[src/rtl/core/msr_pkg.sv]
// ----------------------------------------------------------------------------
// msr_pkg: shared types and constants of the modular square root block
// Data width, default iteration bound and the multiplier request and
// response records.
// ----------------------------------------------------------------------------
`default_nettype none

package msr_pkg;

   localparam int DATA_W    = 64;
   localparam int MSR_WIDTH = 64;

   typedef struct packed {
      logic              go;
      logic [DATA_W-1:0] x;
      logic [DATA_W-1:0] y;
      logic [DATA_W-1:0] m;
   } msr_mul_req_type;

   typedef struct packed {
      logic              done;
      logic [DATA_W-1:0] prod;
   } msr_mul_rsp_type;

endpackage

`default_nettype wire

[src/rtl/core/msr_mulmod.sv]
// ----------------------------------------------------------------------------
// msr_mulmod: bit-serial modular multiplier
// Computes (x*y) mod m for x, y < m by double-and-add, at most one modular
// addition per cycle, taking the bits of y from the top one down.
// ----------------------------------------------------------------------------
`default_nettype none

module msr_mulmod (
   input  wire                      clock,
   input  wire                      reset,
   input  msr_pkg::msr_mul_req_type req,
   output msr_pkg::msr_mul_rsp_type rsp
);
   import msr_pkg::*;

   logic              busy_ff, busy_in;
   logic              done_ff, done_in;
   logic [6:0]        cnt_ff, cnt_in;
   logic [DATA_W-1:0] acc_ff, acc_in;
   logic [DATA_W-1:0] x_ff, x_in;
   logic [DATA_W-1:0] y_ff, y_in;
   logic [DATA_W-1:0] m_ff, m_in;
   logic [DATA_W-1:0] opnd;
   logic              add_en;
   logic [DATA_W:0]   sum;
   logic [DATA_W:0]   red;

   always_comb begin
      opnd   = cnt_ff[0] ? x_ff : acc_ff;
      add_en = !cnt_ff[0] || y_ff[DATA_W-1];
      sum    = {1'b0, acc_ff} + {1'b0, opnd};
      red    = (sum >= {1'b0, m_ff}) ? sum - {1'b0, m_ff} : sum;
   end

   always_comb begin
      busy_in = busy_ff;
      done_in = 1'b0;
      cnt_in  = cnt_ff;
      acc_in  = acc_ff;
      x_in    = x_ff;
      y_in    = y_ff;
      m_in    = m_ff;
      if (req.go) begin
         busy_in = 1'b1;
         cnt_in  = '0;
         acc_in  = '0;
         x_in    = req.x;
         y_in    = req.y;
         m_in    = req.m;
      end else if (busy_ff) begin
         if (add_en) begin
            acc_in = red[DATA_W-1:0];
         end
         if (cnt_ff[0]) begin
            y_in = {y_ff[DATA_W-2:0], 1'b0};
         end
         cnt_in = cnt_ff + 7'd1;
         if (cnt_ff == 7'd127) begin
            busy_in = 1'b0;
            done_in = 1'b1;
         end
      end
   end

   always_ff @(posedge clock) begin
      if (reset) begin
         busy_ff <= 1'b0;
         done_ff <= 1'b0;
         cnt_ff  <= '0;
      end else begin
         busy_ff <= busy_in;
         done_ff <= done_in;
         cnt_ff  <= cnt_in;
      end
      acc_ff <= acc_in;
      x_ff   <= x_in;
      y_ff   <= y_in;
      m_ff   <= m_in;
   end

   assign rsp.done = done_ff;
   assign rsp.prod = acc_ff;

endmodule

`default_nettype wire

[src/rtl/core/modular_square_root.sv]
// ----------------------------------------------------------------------------
// modular_square_root: Tonelli-Shanks modular square root
// Finds r with r*r == value mod modulus for an odd prime modulus, using one
// shared bit-serial modular multiplier under a sequencer.
// ----------------------------------------------------------------------------
//  channel  direction  tdata                         tuser
//  req      in         [63:0] value, [127:64] mod    -
//  rsp      out        [63:0] root                   [0] found
//
// Modular products run one at a time on the shared multiplier; a request
// needs up to about 250 products for a 64-bit modulus 3 mod 4, many more
// for the Tonelli-Shanks path.
// One request is worked on at a time; req_tready is high only while idle.
// The result is held on rsp until it is taken. Reset is synchronous.
// ----------------------------------------------------------------------------
`default_nettype none

module modular_square_root #(
   parameter int WIDTH = msr_pkg::MSR_WIDTH
) (
   input  wire          clock,
   input  wire          reset,
   input  wire          req_tvalid,
   output logic         req_tready,
   input  wire  [127:0] req_tdata,   // value [63:0], modulus [127:64]
   output logic         rsp_tvalid,
   input  wire          rsp_tready,
   output logic [63:0]  rsp_tdata,   // root [63:0]
   output logic [0:0]   rsp_tuser    // found [0]
);
   import msr_pkg::*;

   localparam int TW = $clog2(WIDTH * WIDTH + 1);
   localparam int RW = $clog2(WIDTH + 1);
   localparam logic [TW-1:0] TRY_MAX   = TW'(WIDTH * WIDTH);
   localparam logic [RW-1:0] ROUND_MAX = RW'(WIDTH);
   localparam logic [DATA_W-1:0] ONE   = DATA_W'(1);

   typedef enum logic [13:0] {
      S_IDLE  = 14'b00000000000001,
      S_RED   = 14'b00000000000010,
      S_PSTEP = 14'b00000000000100,
      S_PMR   = 14'b00000000001000,
      S_PMB   = 14'b00000000010000,
      S_QS    = 14'b00000000100000,
      S_LOOP  = 14'b00000001000000,
      S_INNER = 14'b00000010000000,
      S_SQ    = 14'b00000100000000,
      S_CB    = 14'b00001000000000,
      S_TC    = 14'b00010000000000,
      S_RB    = 14'b00100000000000,
      S_OUT   = 14'b01000000000000,
      S_SPARE = 14'b10000000000000
   } state_type;

   typedef enum logic [2:0] {
      R_EULER, R_P3, R_ZS, R_C, R_T, R_R, R_B
   } ret_type;

   state_type         state_ff, state_in;
   ret_type           ret_ff, ret_in;
   msr_mul_req_type   mreq_ff, mreq_in;
   msr_mul_rsp_type   mrsp;
   logic [DATA_W-1:0] a_ff, a_in, p_ff, p_in, half_ff, half_in, q_ff, q_in;
   logic [DATA_W-1:0] z_ff, z_in, c_ff, c_in, t_ff, t_in, r_ff, r_in;
   logic [DATA_W-1:0] tt_ff, tt_in, b_ff, b_in;
   logic [DATA_W-1:0] pw_r_ff, pw_r_in, pw_b_ff, pw_b_in, pw_e_ff, pw_e_in;
   logic [DATA_W-1:0] root_ff, root_in;
   logic              found_ff, found_in;
   logic [5:0]        s_ff, s_in, m_ff, m_in, i_ff, i_in;
   logic [TW-1:0]     tries_ff, tries_in;
   logic [RW-1:0]     rounds_ff, rounds_in;
   logic [DATA_W-1:0] value, modulus, z_next;
   logic [TW-1:0]     tries_next;
   logic [5:0]        i_next, sh;

   msr_mulmod u_mulmod (
      .clock (clock),
      .reset (reset),
      .req   (mreq_ff),
      .rsp   (mrsp)
   );

   assign value   = req_tdata[63:0];
   assign modulus = req_tdata[127:64];

   always_comb begin
      state_in  = state_ff;
      ret_in    = ret_ff;
      mreq_in   = mreq_ff;
      mreq_in.go = 1'b0;
      a_in = a_ff;   p_in = p_ff;   half_in = half_ff; q_in = q_ff;
      z_in = z_ff;   c_in = c_ff;   t_in = t_ff;       r_in = r_ff;
      tt_in = tt_ff; b_in = b_ff;
      pw_r_in = pw_r_ff; pw_b_in = pw_b_ff; pw_e_in = pw_e_ff;
      root_in = root_ff; found_in = found_ff;
      s_in = s_ff; m_in = m_ff; i_in = i_ff;
      tries_in = tries_ff; rounds_in = rounds_ff;
      z_next     = z_ff + ONE;
      tries_next = tries_ff + TW'(1);
      i_next     = i_ff + 6'd1;
      sh         = m_ff - i_ff - 6'd1;

      case (state_ff)
         S_IDLE: begin
            if (req_tvalid) begin
               p_in = modulus;
               if (modulus < DATA_W'(3) || !modulus[0]) begin
                  root_in = '0; found_in = 1'b0; state_in = S_OUT;
               end else begin
                  mreq_in = '{go: 1'b1, x: ONE, y: value, m: modulus};
                  state_in = S_RED;
               end
            end
         end
         S_RED: begin
            if (mrsp.done) begin
               a_in = mrsp.prod;
               if (mrsp.prod == '0) begin
                  root_in = '0; found_in = 1'b1; state_in = S_OUT;
               end else begin
                  half_in = (p_ff - ONE) >> 1;
                  pw_b_in = mrsp.prod; pw_e_in = (p_ff - ONE) >> 1; pw_r_in = ONE;
                  ret_in = R_EULER; state_in = S_PSTEP;
               end
            end
         end
         S_PSTEP: begin
            if (pw_e_ff == '0) begin
               case (ret_ff)
                  R_EULER: begin
                     if (pw_r_ff != ONE) begin
                        root_in = '0; found_in = 1'b0; state_in = S_OUT;
                     end else if (p_ff[1:0] == 2'b11) begin
                        pw_b_in = a_ff; pw_e_in = (p_ff >> 2) + ONE; pw_r_in = ONE;
                        ret_in = R_P3; state_in = S_PSTEP;
                     end else begin
                        q_in = p_ff - ONE; s_in = '0; state_in = S_QS;
                     end
                  end
                  R_P3: begin
                     root_in = pw_r_ff; found_in = 1'b1; state_in = S_OUT;
                  end
                  R_ZS: begin
                     if (pw_r_ff == p_ff - ONE) begin
                        m_in = s_ff;
                        pw_b_in = z_ff; pw_e_in = q_ff; pw_r_in = ONE;
                        ret_in = R_C; state_in = S_PSTEP;
                     end else if (z_next >= p_ff || tries_next >= TRY_MAX) begin
                        root_in = '0; found_in = 1'b0; state_in = S_OUT;
                     end else begin
                        z_in = z_next; tries_in = tries_next;
                        pw_b_in = z_next; pw_e_in = half_ff; pw_r_in = ONE;
                        state_in = S_PSTEP;
                     end
                  end
                  R_C: begin
                     c_in = pw_r_ff;
                     pw_b_in = a_ff; pw_e_in = q_ff; pw_r_in = ONE;
                     ret_in = R_T; state_in = S_PSTEP;
                  end
                  R_T: begin
                     t_in = pw_r_ff;
                     pw_b_in = a_ff; pw_e_in = (q_ff + ONE) >> 1; pw_r_in = ONE;
                     ret_in = R_R; state_in = S_PSTEP;
                  end
                  R_R: begin
                     r_in = pw_r_ff; rounds_in = '0; state_in = S_LOOP;
                  end
                  R_B: begin
                     b_in = pw_r_ff; m_in = i_ff;
                     mreq_in = '{go: 1'b1, x: pw_r_ff, y: pw_r_ff, m: p_ff};
                     state_in = S_CB;
                  end
                  default: begin
                     state_in = S_IDLE;
                  end
               endcase
            end else if (pw_e_ff[0]) begin
               mreq_in = '{go: 1'b1, x: pw_r_ff, y: pw_b_ff, m: p_ff};
               state_in = S_PMR;
            end else begin
               mreq_in = '{go: 1'b1, x: pw_b_ff, y: pw_b_ff, m: p_ff};
               state_in = S_PMB;
            end
         end
         S_PMR: begin
            if (mrsp.done) begin
               pw_r_in = mrsp.prod;
               mreq_in = '{go: 1'b1, x: pw_b_ff, y: pw_b_ff, m: p_ff};
               state_in = S_PMB;
            end
         end
         S_PMB: begin
            if (mrsp.done) begin
               pw_b_in = mrsp.prod; pw_e_in = pw_e_ff >> 1; state_in = S_PSTEP;
            end
         end
         S_QS: begin
            if (!q_ff[0] && s_ff != 6'd63) begin
               q_in = q_ff >> 1; s_in = s_ff + 6'd1;
            end else begin
               z_in = DATA_W'(2); tries_in = '0;
               pw_b_in = DATA_W'(2); pw_e_in = half_ff; pw_r_in = ONE;
               ret_in = R_ZS; state_in = S_PSTEP;
            end
         end
         S_LOOP: begin
            if (t_ff == ONE) begin
               root_in = r_ff; found_in = 1'b1; state_in = S_OUT;
            end else if (rounds_ff >= ROUND_MAX) begin
               root_in = '0; found_in = 1'b0; state_in = S_OUT;
            end else begin
               rounds_in = rounds_ff + RW'(1);
               i_in = '0; tt_in = t_ff; state_in = S_INNER;
            end
         end
         S_INNER: begin
            if (tt_ff == ONE) begin
               pw_b_in = c_ff; pw_e_in = ONE << sh; pw_r_in = ONE;
               ret_in = R_B; state_in = S_PSTEP;
            end else begin
               mreq_in = '{go: 1'b1, x: tt_ff, y: tt_ff, m: p_ff};
               state_in = S_SQ;
            end
         end
         S_SQ: begin
            if (mrsp.done) begin
               tt_in = mrsp.prod;
               if (i_next >= m_ff) begin
                  root_in = '0; found_in = 1'b0; state_in = S_OUT;
               end else begin
                  i_in = i_next; state_in = S_INNER;
               end
            end
         end
         S_CB: begin
            if (mrsp.done) begin
               c_in = mrsp.prod;
               mreq_in = '{go: 1'b1, x: t_ff, y: mrsp.prod, m: p_ff};
               state_in = S_TC;
            end
         end
         S_TC: begin
            if (mrsp.done) begin
               t_in = mrsp.prod;
               mreq_in = '{go: 1'b1, x: r_ff, y: b_ff, m: p_ff};
               state_in = S_RB;
            end
         end
         S_RB: begin
            if (mrsp.done) begin
               r_in = mrsp.prod; state_in = S_LOOP;
            end
         end
         S_OUT: begin
            if (rsp_tready) begin
               state_in = S_IDLE;
            end
         end
         default: begin
            state_in = S_IDLE;
         end
      endcase
   end

   always_ff @(posedge clock) begin
      if (reset) begin
         state_ff   <= S_IDLE;
         mreq_ff.go <= 1'b0;
      end else begin
         state_ff <= state_in;
         mreq_ff  <= mreq_in;
      end
      ret_ff <= ret_in;
      a_ff <= a_in;   p_ff <= p_in;   half_ff <= half_in; q_ff <= q_in;
      z_ff <= z_in;   c_ff <= c_in;   t_ff <= t_in;       r_ff <= r_in;
      tt_ff <= tt_in; b_ff <= b_in;
      pw_r_ff <= pw_r_in; pw_b_ff <= pw_b_in; pw_e_ff <= pw_e_in;
      root_ff <= root_in; found_ff <= found_in;
      s_ff <= s_in; m_ff <= m_in; i_ff <= i_in;
      tries_ff <= tries_in; rounds_ff <= rounds_in;
   end

   assign req_tready   = (state_ff == S_IDLE);
   assign rsp_tvalid   = (state_ff == S_OUT);
   assign rsp_tdata    = root_ff;
   assign rsp_tuser[0] = found_ff;

   a_mul_done_waited: assert property (@(posedge clock) disable iff (reset)
      mrsp.done |-> (state_ff == S_RED || state_ff == S_PMR || state_ff == S_PMB ||
                     state_ff == S_SQ || state_ff == S_CB || state_ff == S_TC ||
                     state_ff == S_RB))
      else $error("multiplier result arrived with no product pending");

   a_no_root_when_missing: assert property (@(posedge clock) disable iff (reset)
      (rsp_tvalid && !rsp_tuser[0]) |-> (rsp_tdata == '0))
      else $error("nonzero root reported without a root");

   a_busy_after_accept: assert property (@(posedge clock) disable iff (reset)
      (req_tvalid && req_tready) |=> !req_tready)
      else $error("request accepted while a previous one is open");

   a_issue_only_idle_unit: assert property (@(posedge clock) disable iff (reset)
      mreq_ff.go |=> !mrsp.done)
      else $error("multiplier finished immediately after a start");

endmodule

`default_nettype wire

[config.mk]
export PLATFORM = sky130hd
export DESIGN_NAME = modular_square_root
export DESIGN_NICKNAME = d
export VERILOG_FILES = /design/src/rtl/core/msr_pkg.sv /design/src/rtl/core/msr_mulmod.sv /design/src/rtl/core/modular_square_root.sv
export SDC_FILE = /design/constraint.sdc
export NUM_CORES = 2
export LEC_CHECK = 0
export BUFFER_PORTS_ARGS = -buffer_cell sky130_fd_sc_hd__buf_4
export CAP_MARGIN = 10
export CORE_ASPECT_RATIO = 2
export CORE_MARGIN = 2
export CORE_UTILIZATION = 30
export CTS_CLUSTER_DIAMETER = 200
export DETAILED_ROUTE_END_ITERATION = 7
export PLACE_DENSITY_LB_ADDON = 0.05
export SLEW_MARGIN = 0
export SYNTH_ARGS = -nofsm -noshare
export SYNTH_HDL_FRONTEND = slang
export SYNTH_SLANG_ARGS = --single-unit
export TNS_END_PERCENT = 100
[constraint.sdc]
create_clock -name clock -period 141.6 [get_ports clock]
set_input_delay 42.48 -clock clock [delete_from_list [all_inputs] [get_ports clock]]
set_output_delay 42.48 -clock clock [all_outputs]
set_load 0.01 [all_outputs]
; Word-level counts from Yosys, hierarchy flattened
; Cells that the tools add are included.
[word_totals]
ff_bits = 1409
output_inout_bits = 67
inputBits = 132
word_cells = 337
[classes]
magnitude_cmp = 6
eq_ne = 70
n_reduce_logical = 49
shifts = 1
bitwise = 3
addsub = 13
n_mux = 162
[op_table]
columns = operator, count
row1 = $mux 64, 62
row2 = $mux 193, 8
row3 = $pmux 64 s5, 4
row4 = $pmux 193 s6, 1
row5 = $pmux 64 s2, 6
row6 = $pmux 64 s3, 3
row7 = $pmux 64 s4, 1
row8 = $mux 192, 1
row9 = $pmux 14 s13, 1
row10 = $mux 13, 13
row11 = $mux 14, 11
row12 = $add 64x1->64 const B, 2
row13 = $eq 64x1->1 const B, 2
row14 = $logic_not 64->1, 2
row15 = $pmux 14 s6, 1
row16 = $mux 6, 11
row17 = $add 64x64->65, 1
row18 = $ge 65x64->1, 1
row19 = $eq 64x64->1, 1
row20 = $ge 64x64->1, 1
row21 = $lt 64x2->1 const B, 1
row22 = $ne 64x1->1 const B, 1
row23 = $shl 1x6->64 const A, 1
row24 = $sub 64x1->64 const B, 1
row25 = other kinds (68), 167

; Logic depth before layout (Yosys ltp)
[depth]
word_depth = 8
mapped_depth = 30

; Modules after synthesis
; Synthesis repeated with hierarchy kept, for this count alone.
[unflattened]
hier_cells = 7422
area_unflattened_um2 = 80970.2
[by_module_without_submodules]
columns = module, seq_area_each_um2, instances, cells_each, area_per_inst_um2
row1 = modular_square_root, 34182.8, 1, 5508, 62667.6
row2 = msr_mulmod, 7226.9, 1, 1914, 18302.6

; Least setup slack after synthesis
; No wires, ideal clock.
[synth_timing]
path_type = input to register
start = in req_tvalid
end = reg mreq_ff[0] (netlist name), enable pin
n_path_buf = 1
arrival_time_ns = 74.189
setup_slack_ns = 65.647
t_required_ns = 139.836
stages = 5
path_cell_list = and2_1 -> nor2b_1 -> clkbuf_1 -> a2111oi_0 -> a2111oi_0
[synth_via]
elab_chain_len = 2
[synth_rtl]
columns = element, line
row1 = "start, declared", modular_square_root.sv:23  ; input wire req_tvalid,
row2 = $ne 2x2->1 (no line), -
row3 = $reduce_and 9->1 (no line), -
row4 = "end signal, assigned", modular_square_root.sv:273  ; mreq_ff <= mreq_in;
row5 = "end, declared", modular_square_root.sv:62  ; msr_mul_req_type mreq_ff, mreq_in;
; No other way between the ends.
; A chain may end at the register's enable or synchronous reset.

; Worst setup path in the final report
[layout_timing]
start = in req_tdata[111]
end = reg mreq_ff[4] (netlist name), enable pin
[layout_via]
elab_chain_len = 4
[layout_rtl]
columns = element, line
row1 = "start, declared", modular_square_root.sv:25  ; input wire [127:0] req_tdata,
row2 = $lt 64x2->1, modular_square_root.sv:108  ; if (modulus < DATA_W'(3) || !modulus[0]) begin
row3 = $logic_or 1x1->1, modular_square_root.sv:108
row4 = $ne 2x2->1 (no line), -
row5 = $reduce_and 9->1 (no line), -
; No other way between the ends.

==> out/summary.txt <==
===========================================================================
Fmax achieved                                                      21.7 MHz
Post-Synthesis Net Count                                              7,551
Syn Area/Cell                                                      11.0 µm²
Crit path time final                                               46.04 ns
Combinational power share                                             0.434
Ordered list of cells on the worst path                        buf_4 > nor4_1 > nand4_1 > o41ai_2 > buf_4 > nor2b_4 > a2111oi_0 > a2111oi_2 > buf_4 > buf_4 > buf_4
Cell area after technology mapping                               0.0795 mm²
Total wirelength of the detailed-routed design                       444 mm
Total gr overflow                                                         0
Failing checks                                                          DRC
Sink Count                                                            1,408
Number of distinct library cells after synthesis                         96
CTS tree                                                              built
Drt via density                                                        5.96
Crit share post-route                                                 0.325
Maximum number of pins on one net before global-route repair             98
Crit path max-delay cell type                                  sky130_fd_sc_hd__nor4_1
Unrepaired setup endpoints after global routing                          no
Routed wire per std cell                                            40.9 µm
Leak pwr                                                            30.9 nW
Power per cell area                                             19.8 mW/mm²
Max_cap viols                                                             0
Io pins                                                                 199
NetSw                                                            0.000768 W
Full die area                                                     0.269 mm²
Final Slew Violations                                                     0
Relative area change from synthesis to final layout                   14.3%
# nets final                                                          7,584
Stage delay of the slowest cell on the critical path                0.75 ns
Status                                                         finished, violations left
Total vias in the final route                                        64,800
Post-route worst setup slack                                       95.56 ns
Effective utilization at floorplan                                    0.301
Worst clock skew                                                  0.0709 ns
Clock power frac                                                      0.245
Number of flops mapped to enable cells by yosys                       1,321
Reg clk slew, reported paths                                        0.07 ns
Number of remaining DRC errors                                            7
Buffers from clock root to sink, at most                                  4
Die width                                                            368 µm
Final number of hold-violating endpoints                                  0
Final weighted congestion in routability-driven placement              1.03
Sequential share of power                                             0.321
Count of warnings emitted by yosys                                        0
Endpoint type of the worst setup path                             flip-flop
Post-synth top flop                                            sky130_fd_sc_hd__edfxtp_1
Type of the worst min-delay path                               flip-flop to flip-flop
Final count of negative-setup-slack endpoints                             0
Sequential cell area fraction in the yosys report                     0.521
Commonest non-fill, non-tap cell in the layout                 sky130_fd_sc_hd__edfxtp_1
Worst slack after detailed placement                               94.60 ns
Non-filler cells, final                                              10,900
Share of layout cells above drive strength 1                          0.164
Area of the core region                                           0.264 mm²
Most frequent cells in the layout                              1,321 x sky130_fd_sc_hd__edfxtp_1, 462 x sky130_fd_sc_hd__nor2_1, 452 x sky130_fd_sc_hd__buf_4
Cell-internal power                                               0.00103 W
Max_slew headroom                                                    0.0458
DP Cell Count                                                        10,600
Cell Rows                                                               267
Data required, critical path                                      142.05 ns
Fraction of registers with async set/reset                                0
Peak fanout along the critical path                                      50
Post-CTS setup buffers                                                    0
Number of gates resized after cts                                         0
Detailed Routing Iterations Pass 1                                        8
Global-route wire length before repair                               590 mm
Violation count after the first detailed-route iteration              6,672
#FFs+latches synth                                                    1,408
Final total negative setup slack                                       0 ns
I/O Buffers                                                             198
Nature of the critical path startpoint                         primary input
Slew @ Worst Pin                                                    1.42 ns
Number of hold buffers added after cts                                    0
Sw Ratio                                                              0.426
Die Y                                                                732 µm
Clock latency on the worst-skew pair                                0.90 ns
Initial antenna violation count                                          66
Critical path's most frequent cell                             sky130_fd_sc_hd__buf_4
Worst ir drop on vdd                                              0.0313 mV
Final ANT Viol Nets                                                       0
Startpoint-to-endpoint class of the critical path              primary input to flip-flop
Vias in the first global route                                       64,600
Count of H-tree levels built during CTS                                   4
Detailed placement HPWL                                              338 mm
Number of standard cells after synthesis                              7,201
CTS buffer count                                                        161
Gr usage total                                                        0.321
CTS Root Cell                                                  sky130_fd_sc_hd__clkbuf_16
Data arrival time of the critical path                             46.49 ns
===========================================================================
-- area by class of cell --
class	instances	area (µm²)
well taps	3497	4380
multi-input cells	4970	35400
diodes	19	47.5
repair buffers	461	3550
inverters	232	875
flip-flops and latches	1408	41400
clock inverters	90	1010
clock buffers	188	4180
fillers	26600	173000
-- layer usage --
layer / global-route usage / part of all wire
met1: 0.351 / 0.36
met3: 0.0416 / 0.053
met2: 0.567 / 0.50
met4: 0.232 / 0.089
met5: 0 / 0.00020
-- worst max-delay path, delay by kind of cell --
kind	cells	cell delay, ns
AO/OA/AOI/OAI	3	1.00
buffers and inverters	5	1.54
AND/OR/NAND/NOR	3	1.23
-- power by group through the flow --
stage | logic (W) | clock network, W | registers, W
final | 0.000781 | 0.000442 | 0.000577
after global routing | 0.000834 | 0.000461 | 0.000581
after CTS | 0.000775 | 0.000451 | 0.000576
after detailed placement | 0.000771 | 0 | 0.000585
after global placement | 0.000775 | 0 | 0.000585
after floorplan | 0.000510 | 0 | 0.000545
-- sequential cells by signal, summed over array words and instances, names as in the netlist, 63 cells and up --
signal           cells
r_ff                64
pw_r_ff             64
u_mulmod.acc_ff     64
z_ff                64
u_mulmod.x_ff       64
rsp_tdata           64
mreq_ff            193
a_ff                64
b_ff                64
pw_e_ff             64
q_ff                64
pw_b_ff             64
tt_ff               64
half_ff             63
c_ff                64
p_ff                64
t_ff                64
u_mulmod.m_ff       64
u_mulmod.y_ff       64
-- worst paths after layout --
kind / cells after the start / endpoint / from / slack [ns]
worst min-delay path: 0 / u_mulmod.m_ff[41] / mreq_ff[41] / 0.41
worst max-delay path: 11 / mreq_ff[4] / req_tdata[111] / 95.56
worst max register to register: 26 / u_mulmod.acc_ff[6] / u_mulmod.cnt_ff[0] / 130.64
worst min register to register: 0 / u_mulmod.m_ff[41] / mreq_ff[41] / 0.41
-- cell usage after synthesis (10+ instances only) --
library cell / number / area share
sky130_fd_sc_hd__edfxtp_1: 1321 / 0.50
sky130_fd_sc_hd__nor2_1: 483 / 0.023
sky130_fd_sc_hd__clkbuf_1: 477 / 0.023
sky130_fd_sc_hd__a21oi_1: 450 / 0.028
sky130_fd_sc_hd__nand2_1: 410 / 0.019
sky130_fd_sc_hd__mux2_2: 383 / 0.054
sky130_fd_sc_hd__xnor2_1: 333 / 0.037
sky130_fd_sc_hd__o21ai_0: 304 / 0.019
sky130_fd_sc_hd__a22oi_1: 243 / 0.023
sky130_fd_sc_hd__inv_1: 225 / 0.011
sky130_fd_sc_hd__ha_1: 215 / 0.034
sky130_fd_sc_hd__a22o_1: 191 / 0.021
sky130_fd_sc_hd__xor2_1: 165 / 0.018
sky130_fd_sc_hd__nor4_1: 160 / 0.013
sky130_fd_sc_hd__and2_1: 153 / 0.012
sky130_fd_sc_hd__nand3_1: 144 / 0.0091
sky130_fd_sc_hd__and3_1: 125 / 0.0098
sky130_fd_sc_hd__nand4_1: 123 / 0.0097
sky130_fd_sc_hd__o211ai_1: 120 / 0.011
sky130_fd_sc_hd__a21o_1: 109 / 0.010
sky130_fd_sc_hd__nor3_1: 100 / 0.0063
sky130_fd_sc_hd__dfxtp_1: 87 / 0.022
sky130_fd_sc_hd__buf_1: 79 / 0.0037
sky130_fd_sc_hd__a222oi_1: 72 / 0.0091
sky130_fd_sc_hd__mux2i_1: 66 / 0.0083
sky130_fd_sc_hd__o2111ai_1: 58 / 0.0064
sky130_fd_sc_hd__a211oi_1: 46 / 0.0043
sky130_fd_sc_hd__nand2b_1: 44 / 0.0035
sky130_fd_sc_hd__a221oi_1: 42 / 0.0046
sky130_fd_sc_hd__a31oi_1: 37 / 0.0029
sky130_fd_sc_hd__nor2b_1: 32 / 0.0025
sky130_fd_sc_hd__o221ai_1: 31 / 0.0034
sky130_fd_sc_hd__and4_1: 30 / 0.0033
sky130_fd_sc_hd__or3_1: 25 / 0.0020
sky130_fd_sc_hd__o21bai_1: 23 / 0.0022
sky130_fd_sc_hd__buf_2: 21 / 0.0013
sky130_fd_sc_hd__o22ai_1: 19 / 0.0015
sky130_fd_sc_hd__o21a_1: 17 / 0.0016
sky130_fd_sc_hd__or2_2: 15 / 0.0012
sky130_fd_sc_hd__or4_1: 14 / 0.0013
sky130_fd_sc_hd__nor3b_1: 13 / 0.0012
sky130_fd_sc_hd__o31ai_1: 13 / 0.0012
sky130_fd_sc_hd__a21boi_0: 11 / 0.0010
sky130_fd_sc_hd__a221o_1: 11 / 0.0014
sky130_fd_sc_hd__nor4b_1: 10 / 0.0011
-- kinds of logic (layout without fill, tap and decap cells) --
| logic type | after synthesis | in the layout | share of synthesized area |
|---|---|---|---|
| multiplexers | 450 | 450 | 0.0627 |
| AO/OA/AOI/OAI | 1882 | 1882 | 0.162 |
| AND/OR/NAND/NOR | 1918 | 1918 | 0.123 |
| buffers and inverters | 823 | 971 | 0.0401 |
| adder cells (fa/ha/maj) | 218 | 218 | 0.0346 |
| XOR/XNOR | 502 | 502 | 0.0560 |
| flip-flops | 1408 | 1408 | 0.521 |
| other | 0 | 19 | 0 |
-- through the flow --
step | instance area, µm² | hold slack [ns] | power (W) | utilization
detailed placement | 85600 | 0.405 | 0.00136 | 0.324
finish | 90900 | 0.414 | 0.00180 | 0.344
CTS | 90800 | 0.400 | 0.00180 | 0.344
global route | 90800 | 0.409 | 0.00188 | 0.344
floorplan | 79500 | 0.400 | 0.00106 | -
global placement | 85600 | 0.403 | 0.00136 | 0.324
(Power assumes the default switching activity.)
